$ cat config.mk
export PLATFORM = sky130hd
export DESIGN_NAME = band_power_window_normalizer
export DESIGN_NICKNAME = d
export VERILOG_FILES = /design/src/hdl/bpwn_pkg.sv /design/src/hdl/bpwn_div.sv /design/src/hdl/band_power_window_normalizer.sv
export SDC_FILE = /design/constraint.sdc
export NUM_CORES = 2
export LEC_CHECK = 0
export BUFFER_PORTS_ARGS = -buffer_cell sky130_fd_sc_hd__buf_2
export CORE_ASPECT_RATIO = 0.9
export CORE_MARGIN = 2
export CORE_UTILIZATION = 35
export DETAILED_ROUTE_END_ITERATION = 8
export PLACE_DENSITY = 0.58
export SLEW_MARGIN = 20
export SYNTH_ARGS = -nofsm -noshare
export SYNTH_HDL_FRONTEND = slang
export SYNTH_HIERARCHICAL = 1
export SYNTH_SLANG_ARGS = --single-unit
$ cat constraint.sdc
create_clock -name clk -period 12.19 [get_ports clk]
set_input_delay 0.6095 -clock clk [delete_from_list [all_inputs] [get_ports clk]]
set_output_delay 0.6095 -clock clk [all_outputs]
set_load 0.02 [all_outputs]
$ cat src/hdl/bpwn_pkg.sv
// Package for the band power window normalizer.
// Holds request types, register indexes, sequencer states and sizing constants.
// No dependencies.
package bpwn_pkg;

	localparam int WINDOW_DEPTH = 32;
	localparam int BIN_COUNT    = 64;
	localparam int HEAD_W       = $clog2(WINDOW_DEPTH);
	localparam int COUNT_W      = HEAD_W + 1;
	localparam int SUM_W        = 16 + HEAD_W;
	localparam int ACC_W        = 38;
	localparam int X_W          = ACC_W + 1;
	localparam int DIV_NW       = 24;
	localparam int DIV_DW       = 16;
	localparam int DIV_CW       = $clog2(DIV_NW + 1);

	localparam logic [31:0] DB_PER_OCTAVE = 32'd101008905;

	typedef enum logic [1:0] {
		CFG_BAND_LOW   = 2'd0,
		CFG_BAND_HIGH  = 2'd1,
		CFG_WINDOW_LEN = 2'd2,
		CFG_NONE       = 2'd3
	} cfg_idx_t;

	typedef struct packed {
		logic [31:0] bin_power;
		logic [5:0]  bin_index;
		logic        last_bin;
		logic        last_vertex;
	} in_req_t;

	typedef struct packed {
		logic [8:0]  level;
		logic [15:0] power_db;
		logic        frame_end;
	} out_req_t;

	typedef enum logic [3:0] {
		ST_IDLE,
		ST_MMIN_GO,
		ST_MMIN_WT,
		ST_MMAX_GO,
		ST_MMAX_WT,
		ST_NORM,
		ST_SQ_MUL,
		ST_SQ_UPD,
		ST_DB_MUL,
		ST_DB_RND,
		ST_LVL_GO,
		ST_LVL_WT,
		ST_DROP,
		ST_PUSH,
		ST_DONE
	} st_t;

endpackage

$ cat src/hdl/bpwn_div.sv
// Restoring divider, one quotient bit per cycle.
// Depends on bpwn_pkg for operand widths.
module bpwn_div (
	input  logic                       clk,
	input  logic                       arst_n,
	input  logic                       start,
	input  logic [bpwn_pkg::DIV_NW-1:0] num,
	input  logic [bpwn_pkg::DIV_DW-1:0] den,
	output logic                       busy,
	output logic                       done,
	output logic [bpwn_pkg::DIV_NW-1:0] quo
);
	import bpwn_pkg::*;

	logic [DIV_DW-1:0] rem_q;
	logic [DIV_DW-1:0] den_q;
	logic [DIV_NW-1:0] nq_q;
	logic [DIV_CW-1:0] cnt_q;
	logic              busy_q;
	logic              done_q;
	logic [DIV_DW:0]   sh;
	logic              fits;

	assign sh   = {rem_q, nq_q[DIV_NW-1]};
	assign fits = sh >= {1'b0, den_q};

	always_ff @(posedge clk or negedge arst_n) begin
		if (!arst_n) begin
			busy_q <= 1'b0;
			done_q <= 1'b0;
			cnt_q  <= '0;
		end else begin
			done_q <= 1'b0;
			if (start) begin
				busy_q <= 1'b1;
				cnt_q  <= DIV_CW'(DIV_NW);
			end else if (busy_q) begin
				cnt_q <= cnt_q - 1'b1;
				if (cnt_q == DIV_CW'(1)) begin
					busy_q <= 1'b0;
					done_q <= 1'b1;
				end
			end
		end
	end

	always_ff @(posedge clk) begin
		if (start) begin
			rem_q <= '0;
			den_q <= den;
			nq_q  <= num;
		end else if (busy_q) begin
			// remainder stays below den, so the low bits hold it
			rem_q <= fits ? DIV_DW'(sh - {1'b0, den_q}) : sh[DIV_DW-1:0];
			nq_q  <= {nq_q[DIV_NW-2:0], fits};
		end
	end

	assign busy = busy_q;
	assign done = done_q;
	assign quo  = nq_q;

endmodule

$ cat src/hdl/band_power_window_normalizer.sv
// Top level of the band power window normalizer: sequencer, shared multiplier,
// history windows. Depends on bpwn_pkg and bpwn_div.
//
// Usage: bins stream in on in_valid/in_ready/in_data. A bin whose index lies in
// [band_low, band_high) adds to the band sum (saturating at 2^38-1). Bins
// without last_bin are taken one per cycle and give no result. A request with
// last_bin starts the vertex sequence and in_ready stays low until its result
// has been loaded into the output register. Sequence: two mean divisions on the
// shared serial divider (first vertex of a frame, history not empty), top-bit
// search, log2 squaring and dB scaling on the shared 32x32 multiplier, a level
// division when the level needs a ratio, then the history drop and push on a
// frame's last vertex. The result sits in out_data with out_valid until
// out_ready; while it waits further bins without last_bin are still taken, and
// a new vertex sequence can run, stalling only at its final load. Configuration
// writes (cfg_wr_en) must come while idle; the block does not enforce this.
// Each write, unless to CFG_NONE, clears the history windows and latched means.
// Reset loads band [8, 12), window length 32, empty history.
module band_power_window_normalizer (
	input  logic               clk,
	input  logic               arst_n,
	input  logic               in_valid,
	output logic               in_ready,
	input  bpwn_pkg::in_req_t  in_data,
	output logic               out_valid,
	input  logic               out_ready,
	output bpwn_pkg::out_req_t out_data,
	input  logic               cfg_wr_en,
	input  logic [1:0]         cfg_index,
	input  logic [6:0]         cfg_data
);
	import bpwn_pkg::*;

	st_t state_q, state_d;

	logic [5:0]         band_low_q;
	logic [6:0]         band_high_q;
	logic [5:0]         window_len_q;
	logic [15:0]        min_hist_q [WINDOW_DEPTH];
	logic [15:0]        max_hist_q [WINDOW_DEPTH];
	logic [HEAD_W-1:0]  head_q;
	logic [COUNT_W-1:0] count_q;
	logic [SUM_W-1:0]   sum_min_q, sum_max_q;
	logic [15:0]        mean_min_q, mean_max_q;
	logic [15:0]        fmin_q, fmax_q;
	logic [ACC_W-1:0]   acc_q;
	logic               started_q;
	logic [X_W-1:0]     x_q;
	logic [5:0]         e_q;
	logic [31:0]        m_q;
	logic [15:0]        frac_q;
	logic [3:0]         iter_q;
	logic [63:0]        prod_q;
	logic [15:0]        db_q;
	logic [8:0]         level_q;
	logic               lastv_q;
	out_req_t           out_q;
	logic               out_valid_q;

	logic               accept;
	logic               in_band;
	logic [ACC_W:0]     acc_sum;
	logic [ACC_W-1:0]   acc_sat;
	logic [31:0]        mul_a, mul_b;
	logic [20:0]        l_val;
	logic [32:0]        db_round;
	logic [15:0]        db_next;
	logic [16:0]        diff, scale;
	logic               diff_pos, scale_pos;
	logic [5:0]         eff_len;
	logic [COUNT_W-1:0] cap;
	logic               must_drop;
	logic [HEAD_W-1:0]  slot;
	logic               div_start, div_busy, div_done;
	logic [DIV_NW-1:0]  div_num, div_quo;
	logic [DIV_DW-1:0]  div_den;
	logic               out_free;

	assign in_ready = state_q == ST_IDLE;
	assign accept   = in_valid && in_ready;
	assign out_free = !out_valid_q || out_ready;

	assign in_band = ({1'b0, in_data.bin_index} < 7'(BIN_COUNT))
		&& (in_data.bin_index >= band_low_q)
		&& ({1'b0, in_data.bin_index} < band_high_q);
	assign acc_sum = {1'b0, acc_q} + (ACC_W+1)'(in_data.bin_power);
	assign acc_sat = acc_sum[ACC_W] ? '1 : acc_sum[ACC_W-1:0];

	assign l_val    = {5'(e_q - 6'd8), frac_q};
	assign db_round = 33'(prod_q[63:32]) + 33'(prod_q[31]);
	assign db_next  = (db_round > 33'h0FFFF) ? 16'hFFFF : db_round[15:0];

	assign diff      = {1'b0, db_q} - {1'b0, mean_min_q};
	assign scale     = {1'b0, mean_max_q} - {1'b0, mean_min_q};
	assign diff_pos  = !diff[16] && (diff != '0);
	assign scale_pos = !scale[16] && (scale != '0);

	assign eff_len   = (window_len_q < 6'd2) ? 6'd2 :
		(window_len_q > 6'(WINDOW_DEPTH)) ? 6'(WINDOW_DEPTH) : window_len_q;
	assign cap       = COUNT_W'(eff_len - 6'd1);
	assign must_drop = (count_q >= cap) && (count_q != '0);
	assign slot      = head_q + count_q[HEAD_W-1:0];

	// shared multiplier operands
	always_comb begin
		if (state_q == ST_SQ_MUL) begin
			mul_a = m_q;
			mul_b = m_q;
		end else begin
			mul_a = 32'(l_val);
			mul_b = DB_PER_OCTAVE;
		end
	end

	// shared divider requests
	always_comb begin
		div_start = 1'b0;
		div_num   = '0;
		div_den   = '0;
		unique case (state_q)
			ST_MMIN_GO: begin
				div_start = 1'b1;
				div_num   = DIV_NW'(sum_min_q);
				div_den   = DIV_DW'(count_q);
			end
			ST_MMAX_GO: begin
				div_start = 1'b1;
				div_num   = DIV_NW'(sum_max_q);
				div_den   = DIV_DW'(count_q);
			end
			ST_LVL_GO: begin
				div_start = scale_pos && diff_pos;
				div_num   = {diff[15:0], 8'd0};
				div_den   = scale[15:0];
			end
			default: begin
			end
		endcase
	end

	always_comb begin
		state_d = state_q;
		unique case (state_q)
			ST_IDLE:
				if (accept && in_data.last_bin) begin
					if (!started_q && count_q != '0) state_d = ST_MMIN_GO;
					else state_d = ST_NORM;
				end
			ST_MMIN_GO: state_d = ST_MMIN_WT;
			ST_MMIN_WT: if (div_done) state_d = ST_MMAX_GO;
			ST_MMAX_GO: state_d = ST_MMAX_WT;
			ST_MMAX_WT: if (div_done) state_d = ST_NORM;
			ST_NORM:    if (x_q[X_W-1]) state_d = ST_SQ_MUL;
			ST_SQ_MUL:  state_d = ST_SQ_UPD;
			ST_SQ_UPD:  state_d = (iter_q == 4'd15) ? ST_DB_MUL : ST_SQ_MUL;
			ST_DB_MUL:  state_d = ST_DB_RND;
			ST_DB_RND:  state_d = ST_LVL_GO;
			ST_LVL_GO: begin
				if (scale_pos && diff_pos) state_d = ST_LVL_WT;
				else state_d = lastv_q ? ST_DROP : ST_DONE;
			end
			ST_LVL_WT:  if (div_done) state_d = lastv_q ? ST_DROP : ST_DONE;
			ST_DROP:    if (!must_drop) state_d = ST_PUSH;
			ST_PUSH:    state_d = ST_DONE;
			ST_DONE:    if (out_free) state_d = ST_IDLE;
			default:    state_d = ST_IDLE;
		endcase
	end

	always_ff @(posedge clk or negedge arst_n) begin
		if (!arst_n) state_q <= ST_IDLE;
		else state_q <= state_d;
	end

	always_ff @(posedge clk or negedge arst_n) begin
		if (!arst_n) begin
			band_low_q   <= 6'd8;
			band_high_q  <= 7'd12;
			window_len_q <= 6'd32;
			head_q       <= '0;
			count_q      <= '0;
			sum_min_q    <= '0;
			sum_max_q    <= '0;
			mean_min_q   <= '0;
			mean_max_q   <= '0;
			fmin_q       <= 16'hFFFF;
			fmax_q       <= '0;
			acc_q        <= '0;
			started_q    <= 1'b0;
			out_valid_q  <= 1'b0;
		end else begin
			if (state_q == ST_DONE && out_free) out_valid_q <= 1'b1;
			else if (out_ready) out_valid_q <= 1'b0;
			unique case (state_q)
				ST_IDLE:
					if (accept) begin
						if (in_data.last_bin) begin
							acc_q <= '0;
							if (!started_q && count_q == '0) begin
								mean_min_q <= '0;
								mean_max_q <= '0;
							end
							started_q <= 1'b1;
						end else if (in_band) begin
							acc_q <= acc_sat;
						end
					end
				ST_MMIN_WT: if (div_done) mean_min_q <= div_quo[15:0];
				ST_MMAX_WT: if (div_done) mean_max_q <= div_quo[15:0];
				ST_DB_RND: begin
					if (db_next > fmax_q) fmax_q <= db_next;
					if (db_next < fmin_q) fmin_q <= db_next;
				end
				ST_DROP:
					if (must_drop) begin
						sum_min_q <= sum_min_q - SUM_W'(min_hist_q[head_q]);
						sum_max_q <= sum_max_q - SUM_W'(max_hist_q[head_q]);
						head_q    <= head_q + 1'b1;
						count_q   <= count_q - 1'b1;
					end
				ST_PUSH: begin
					sum_min_q <= sum_min_q + SUM_W'(fmin_q);
					sum_max_q <= sum_max_q + SUM_W'(fmax_q);
					count_q   <= count_q + 1'b1;
					fmin_q    <= 16'hFFFF;
					fmax_q    <= '0;
					started_q <= 1'b0;
				end
				default: begin
				end
			endcase
			if (cfg_wr_en) begin
				unique case (cfg_idx_t'(cfg_index))
					CFG_BAND_LOW:   band_low_q   <= cfg_data[5:0];
					CFG_BAND_HIGH:  band_high_q  <= cfg_data;
					CFG_WINDOW_LEN: window_len_q <= cfg_data[5:0];
					default: begin
					end
				endcase
				if (cfg_idx_t'(cfg_index) != CFG_NONE) begin
					head_q     <= '0;
					count_q    <= '0;
					sum_min_q  <= '0;
					sum_max_q  <= '0;
					mean_min_q <= '0;
					mean_max_q <= '0;
				end
			end
		end
	end

	// datapath registers
	always_ff @(posedge clk) begin
		prod_q <= mul_a * mul_b;
		case (state_q)
			ST_IDLE:
				if (accept && in_data.last_bin) begin
					x_q     <= (in_band ? {1'b0, acc_sat} : {1'b0, acc_q}) + X_W'(256);
					e_q     <= 6'(X_W - 1);
					lastv_q <= in_data.last_vertex;
					frac_q  <= '0;
					iter_q  <= '0;
				end
			ST_NORM:
				if (x_q[X_W-1]) m_q <= x_q[X_W-1:X_W-32];
				else begin
					x_q <= {x_q[X_W-2:0], 1'b0};
					e_q <= e_q - 1'b1;
				end
			ST_SQ_UPD: begin
				// m*m in Q2.62; top bit set means the square passed 2.0
				frac_q <= {frac_q[14:0], prod_q[63]};
				m_q    <= prod_q[63] ? prod_q[63:32] : prod_q[62:31];
				iter_q <= iter_q + 1'b1;
			end
			ST_DB_RND: db_q <= db_next;
			ST_LVL_GO:
				if (!scale_pos) level_q <= diff_pos ? 9'd256 : 9'd0;
				else if (!diff_pos) level_q <= 9'd0;
			ST_LVL_WT:
				if (div_done) begin
					if (div_quo < DIV_NW'(128)) level_q <= 9'd0;
					else if (div_quo > DIV_NW'(256)) level_q <= 9'd256;
					else level_q <= div_quo[8:0];
				end
			ST_PUSH: begin
				min_hist_q[slot] <= fmin_q;
				max_hist_q[slot] <= fmax_q;
			end
			ST_DONE:
				if (out_free) begin
					out_q.level     <= level_q;
					out_q.power_db  <= db_q;
					out_q.frame_end <= lastv_q;
				end
			default: begin
			end
		endcase
	end

	bpwn_div u_div (
		.clk    (clk),
		.arst_n (arst_n),
		.start  (div_start),
		.num    (div_num),
		.den    (div_den),
		.busy   (div_busy),
		.done   (div_done),
		.quo    (div_quo)
	);

	assign out_valid = out_valid_q;
	assign out_data  = out_q;

	a_hist_bound: assert property (@(posedge clk) disable iff (!arst_n)
		count_q <= COUNT_W'(WINDOW_DEPTH - 1))
		else $error("history count beyond window");

	a_div_in_wait: assert property (@(posedge clk) disable iff (!arst_n)
		div_done |-> (state_q == ST_MMIN_WT || state_q == ST_MMAX_WT
			|| state_q == ST_LVL_WT))
		else $error("divider finished outside a wait state");

	a_div_idle_start: assert property (@(posedge clk) disable iff (!arst_n)
		div_start |-> !div_busy)
		else $error("divider started while busy");

	a_level_range: assert property (@(posedge clk) disable iff (!arst_n)
		out_valid |-> out_data.level <= 9'd256)
		else $error("level above 1.0");

	a_vertex_runs: assert property (@(posedge clk) disable iff (!arst_n)
		accept && in_data.last_bin |=> state_q != ST_IDLE)
		else $error("vertex request did not start the sequence");

endmodule

== After elaboration in Yosys (flattened, before gate mapping) ==
Memories as Yosys holds them, arrays and structs flattened.
Index checks and enable logic that the tools add are counted.

* $mul: 1
* Mux-type cells: 96
* Equality and inequality tests: 32
* Add/sub/neg operators: 19
* Order comparisons: 11
* Reductions and logical operators: 46

{| class="wikitable"
|+ Operator list
! kind !! count
|-
| $mux 16 || 17
|-
| $pmux 16 s2 || 6
|-
| $mux 38 || 4
|-
| $mux 32 || 4
|-
| $mux 21 || 6
|-
| $pmux 21 s2 || 2
|-
| $mux 39 || 2
|-
| $pmux 39 s2 || 1
|-
| $pmux 24 s3 || 1
|-
| $mul 32x32->64 || 1
|-
| $pmux 32 s2 || 1
|-
| $pmux 4 s15 || 1
|-
| $mux 9 || 6
|-
| $mux 24 || 2
|-
| $add 21x16->21 || 2
|-
| $mux 6 || 7
|-
| $sub 21x16->21 || 2
|-
| $add 38x32->39 || 1
|-
| $add 38x9->39 const B || 1
|-
| $mux 4 || 9
|-
| $reduce_bool 17->1 || 2
|-
| $sub 16x16->17 || 2
|-
| $add 32x1->33 || 1
|-
| $gt 33x16->1 const B || 1
|-
| other kinds (47) || 123
|}

* Memories kept: 2
* Output and inout bits: 28
* Logic and storage cells: 241
* Register bits: 456
* RAM bits: 1,024

{| class="wikitable"
|+ Memories
! memory !! depth !! bits a word !! read ports !! clocked after memory_dff !! wr ports !! line !! text
|-
| max_hist_q || 32 || 16 || 1 || 0 || 1 || band_power_window_normalizer.sv:39 || <nowiki>logic [15:0] max_hist_q [WINDOW_DEPTH];</nowiki>
|-
| min_hist_q || 32 || 16 || 1 || 0 || 1 || band_power_window_normalizer.sv:38 || <nowiki>logic [15:0] min_hist_q [WINDOW_DEPTH];</nowiki>
|}

== Longest topological paths before layout ==
* Word-level depth: 10
* Mapped depth: 38
* Mapped depth without buffers: 34

== By module ==
The synthesis kept the hierarchy.

{| class="wikitable"
|+ Modules (own cells, without submodules)
! module !! area each (µm²) !! cells each !! times used
|-
| band_power_window_normalizer || 94,573.2 || 7,625 || 1
|-
| bpwn_div || 3,567.2 || 323 || 1
|}

== Least setup slack after synthesis ==
No wires, ideal clock.

* Kind: flip-flop to flip-flop
* Start: register state_q[2]
* End: register prod_q[63]
* Cell stages (with the launch flop): 37
* Buffers on the path: 6
* Setup slack: 2.991 ns
* Arrival time: 9.070 ns
* Cell sequence: dfrtp_1 > clkbuf_1 > nor2b_1 > clkbuf_1 > clkbuf_1 > clkbuf_1 > and3_1 > clkbuf_1 > clkbuf_1 > nand2_1 > inv_1 > fa_1 > fa_1 > fa_1 > inv_1 > fa_1 > inv_1 > fa_1 > fa_1 > fa_1 > inv_1 > fa_1 > inv_1 > ha_1 > and3_1 > and2_1 > a221oi_1 > o21ai_0 > a41oi_1 > o31ai_2 > a211o_1 > a2111oi_0 > nor4b_1 > o21a_1 > nor2_1 > o41ai_1 > xnor2_1

* Cells in the longest elaborated chain, start to end: 3

{| class="wikitable"
|+ Ends and longest elaborated chain
! what !! line !! text
|-
| from (decl) || band_power_window_normalizer.sv:33 || <nowiki>st_t state_q, state_d;</nowiki>
|-
| from (signal assigned) || band_power_window_normalizer.sv:171 || <nowiki>else state_q <= state_d;</nowiki>
|-
| $eq 4x3->1 (*) || band_power_window_normalizer.sv:105 || <nowiki>if (state_q == ST_SQ_MUL) begin</nowiki>
|-
| $mux 32 || band_power_window_normalizer.sv:105 ||
|-
| $mul 32x32->64 (*) || band_power_window_normalizer.sv:253 || <nowiki>prod_q <= mul_a * mul_b;</nowiki>
|-
| to (signal assigned) || band_power_window_normalizer.sv:253 ||
|-
| to (decl) || band_power_window_normalizer.sv:52 || <nowiki>logic [63:0] prod_q;</nowiki>
|}

Mark *: on every way between the ends. The rest lies on a longest branch, timed or not.
A chain may end at the register's enable or synchronous reset.

== Final worst setup path ==
* Start: register state_q[2]
* End: register prod_q[62]

The elaborated chain is that of the path after synthesis.

==> summary.md <==
IR analysis of the VDD net gives a maximum drop of 112 uV. The total power per unit cell area works out to 99.4 mW/mm2. Summing over every cut layer, the via total after detailed routing is 63.0k. The clock skew after layout is 0.0887 ns, and the number of antenna violations at the first check in global routing is 15. Across the run, the number of max-cap violations was 0. The async set-or-reset flop fraction in the synthesized netlist was 12.9%; the headroom to the max-slew limit was 25.2%. The die is 562 um wide. The die outline area is 0.285 mm2, and the weighted congestion reported at the end of routability-driven placement is 0.943.

From synthesis to final layout, the design area changed by 11.2%. The via count of the first global-routing pass is 65.3k. Counting instances in the post-synthesis netlist gives the leading cell types as sky130_fd_sc_hd__edfxtp_1 (1,212), sky130_fd_sc_hd__inv_1 (1,155), sky130_fd_sc_hd__fa_1 (896).

No sink is reached through more buffers than the 3 on the longest clock path. Fill cells in the final layout number 26.3k. Row generation in the floorplan step produced 184 rows. With fillers left out, the area of the finished cells amounts to 0.109 mm2.

Filler-free cell count of the finished design: 11.8k. STA classifies the critical path endpoint as a flip-flop. The portion of the clock cycle consumed by the worst path in the final layout was 90.6%. Summed over all cells, the static leakage comes to 0.0404 uW. Critical path launch point type: a flip-flop. The number of setup violations in the final report was 0; the count of final hold-check violations was 0. Final wirelength: 283 mm. The tree is rooted in a sky130_fd_sc_hd__clkbuf_16.

Counting tap cells, the placed design contains a total of 11.5k instances. For the pin with the worst max-slew slack, the measured transition is 1.12 ns. The first global-routing pass estimated 425 mm of wire. The maximum net fanout on the critical path is 29, and the share of final-layout standard cells stronger than drive strength 1 is 12.8%. During I/O placement, the number of pins put on the boundary was 82. The number of detailed-route iterations in the first pass came out at 6. The final period demand of the worst path was 11.04 ns; the net count of the mapped netlist was 9,360. Setup repair after global routing left no endpoint under its margin. Summing all placed instances gives a cell area of 0.103 mm2.

The largest individual stage delay along the critical path comes from the cell sky130_fd_sc_hd__nor2b_2. The run finished with clean final reports. The worst-skew pair later-pin latency was 0.89 ns; the vertical extent of the die was 506 um. The clock net in this run drives a total of 1,448 sinks. The H-tree depth reported by CTS was 4; the maximum number of pins on one net before global-route repair was 115.

Of all cell types, the one taking the most synthesized area is sky130_fd_sc_hd__edfxtp_1. Sequential elements use 42.9% of the synthesized area. In this run the cell area of the synthesized design comes to 0.0981 mm2. The initial utilization of the core area, before any placement, comes to 35.2%.

On the final layout, the worst hold slack is 0.146 ns. TritonCTS built the clock tree. The detailed router finished its first iteration with 6,080 violations. The CTS clock-pin slew for the worst setup and hold paths is 0.06 ns, and the count of port buffers added during placement is 81. In the synthesized netlist, the number of instances is 7,948.

Across every metal layer, demand over resource in global routing totals 20.0%. Counting flops with a built-in enable in the synthesized netlist gives 1,212. Data on the critical path arrives at its endpoint at 11.73 ns.

The pre-CTS setup slack was 1.28 ns; the average cell area after synthesis was 12.3 um2. The logs give 6 for the number of warning messages in the yosys log and 0 for the number of buffers added for setup after CTS. For the worst setup path, the data required time is 12.89 ns.

After global routing the overflow that remains totals 0. The cell that appears most often on the critical path is sky130_fd_sc_hd__fa_1. The HPWL after detailed placement is 196 mm.

The final net count came out at 9,388. The run gives 0 as the post-detailed-route DRC marker count. Sorting the synthesized cells by area gives the leading types as sky130_fd_sc_hd__edfxtp_1 (37%), sky130_fd_sc_hd__fa_1 (18%), sky130_fd_sc_hd__mux4_2 (7.3%), sky130_fd_sc_hd__ha_1 (5.9%), sky130_fd_sc_hd__inv_1 (4.4%).

The critical path in this run is classified as reg -> reg. After synthesis the netlist holds a flip-flop and latch count of 1,448. The tools report the post-route antenna net violation count as 0.

Among all flip-flop cells after synthesis, the most frequent one is sky130_fd_sc_hd__edfxtp_1. The average wire length per cell after detail routing came out at 23.9 um. In the final timing run, aggregate negative setup slack is 0 ns. Yosys instantiated no cell more often than sky130_fd_sc_hd__edfxtp_1. In this run the worst hold path is classified as in -> reg.

The tools report the register-to-register setup slack as 1.15 ns. Timing would allow up to 0.0906 GHz. In this run, CTS created clock tree buffers numbering 155.

In the post-route analysis, the smallest setup slack over all paths is 1.15 ns. In this design, the stage delay of the slowest critical-path cell is 0.95 ns. Counting distinct cell types in the post-synthesis netlist gives 105. The core region is 0.279 mm2. Using the TritonRoute via totals, the vias-per-cell ratio works out to 5.32. The run gives 0 as the number of max-slew violations in the final report. The top-area cell type share of the netlist area works out to 37.1%.
[cells in the final DEF, fill, tap and decap left out, types with 151 or more instances in the layout]
cell type / Yosys / routed
sky130_fd_sc_hd__a21oi_1: 246 / 246
sky130_fd_sc_hd__and2_1: 454 / 454
sky130_fd_sc_hd__buf_4: 4 / 151
sky130_fd_sc_hd__clkbuf_16: 0 / 157
sky130_fd_sc_hd__dfrtp_1: 167 / 158
sky130_fd_sc_hd__edfxtp_1: 1212 / 1212
sky130_fd_sc_hd__fa_1: 896 / 896
sky130_fd_sc_hd__ha_1: 462 / 462
sky130_fd_sc_hd__inv_1: 1155 / 1155
sky130_fd_sc_hd__mux4_2: 320 / 320
sky130_fd_sc_hd__nand2_1: 603 / 602
sky130_fd_sc_hd__nor2_1: 388 / 351
sky130_fd_sc_hd__o21ai_0: 248 / 246
[final timing paths]
path | start | depth (start not counted) | end
setup / recovery | state_q[2] | 31 | prod_q[62]
hold / removal | in_data[0] | 1 | lastv_q
setup reg to reg | state_q[2] | 31 | prod_q[62]
hold reg to reg | level_q[4] | 0 | out_data[21]
max in group asynchronous | arst_n | 3 | acc_q[17]
min in group asynchronous | arst_n | 2 | head_q[2]
[what timing repair did]
action,4_1_cts,5_1_grt
endpoints found under the hold margin,78,0
hold buffers,8,0
resized for setup,0,0
[worst max-delay path: cells and delay by family (launching register included)]
family          cells  cell delay, ns
xor+xnor            1            0.16
compound gates      9            2.12
flops               1            0.77
fa+ha+maj           9            4.22
buf+inv             6            0.86
simple gates        6            2.76
[report_power, final]
| part | total (uW) | leakage [uW] | switching [uW] | internal [uW] |
|---|---|---|---|---|
| Combinational | 263 | 0.0261 | 177 | 86.1 |
| Sequential | 5320 | 0.0115 | 7.56 | 5310 |
| Clock | 5260 | 0.00275 | 2160 | 3100 |
| Total | 10800 | 0.0404 | 2340 | 8500 |
[through the flow]
step / total power [uW] / util, %
finish: 10800 / 39.1
global route: 11200 / 39.1
CTS: 11000 / 39.1
detailed placement: 5690 / 37.0
global placement: 5680 / 37.0
floorplan: 5580 / -
[final cells by class]
class | instances | area (um2) | area share [%]
clock buffer | 173 | 4020 | 3.68
inverter | 1155 | 4340 | 3.97
multi-input combinational | 4973 | 50600 | 46.4
sequential | 1448 | 42100 | 38.6
timing repair buffer | 243 | 1690 | 1.55
tap | 3720 | 4650 | 4.27
clock inverter | 118 | 1690 | 1.55
antenna | 6 | 15.0 | 0.0138
[flip-flops by register name, summed over array words and instances (netlist names), 21 cells and up]
signal and flops:
sum_max_q 21, min_hist_q 512, x_q 39, u_div/quo 24, sum_min_q 21, acc_q 38, max_hist_q 512, out_data 26
m_q 32, prod_q 33
[kinds of logic (layout without fill, tap and decap cells)]
| group | count (synthesis) | after routing | share of synthesized area (%) |
|---|---|---|---|
| buf+inv | 1527 | 1689 | 5.96 |
| fa+ha+maj | 1358 | 1358 | 24.2 |
| xor+xnor | 206 | 206 | 1.84 |
| flops | 1448 | 1448 | 42.9 |
| simple gates | 1998 | 1998 | 10.1 |
| compound gates | 965 | 965 | 6.35 |
| other cells | 1 | 7 | 0.00382 |
| mux | 445 | 445 | 8.67 |
[layer usage]
metal | share of wire, % | GRT usage (%)
met1 | 44 | 28.3
met2 | 45 | 30.4
met3 | 8.2 | 4.05
met4 | 3.7 | 7.15
met5 | 0.012 | 0
No activity file was read; power rests on OpenSTA's default activity.
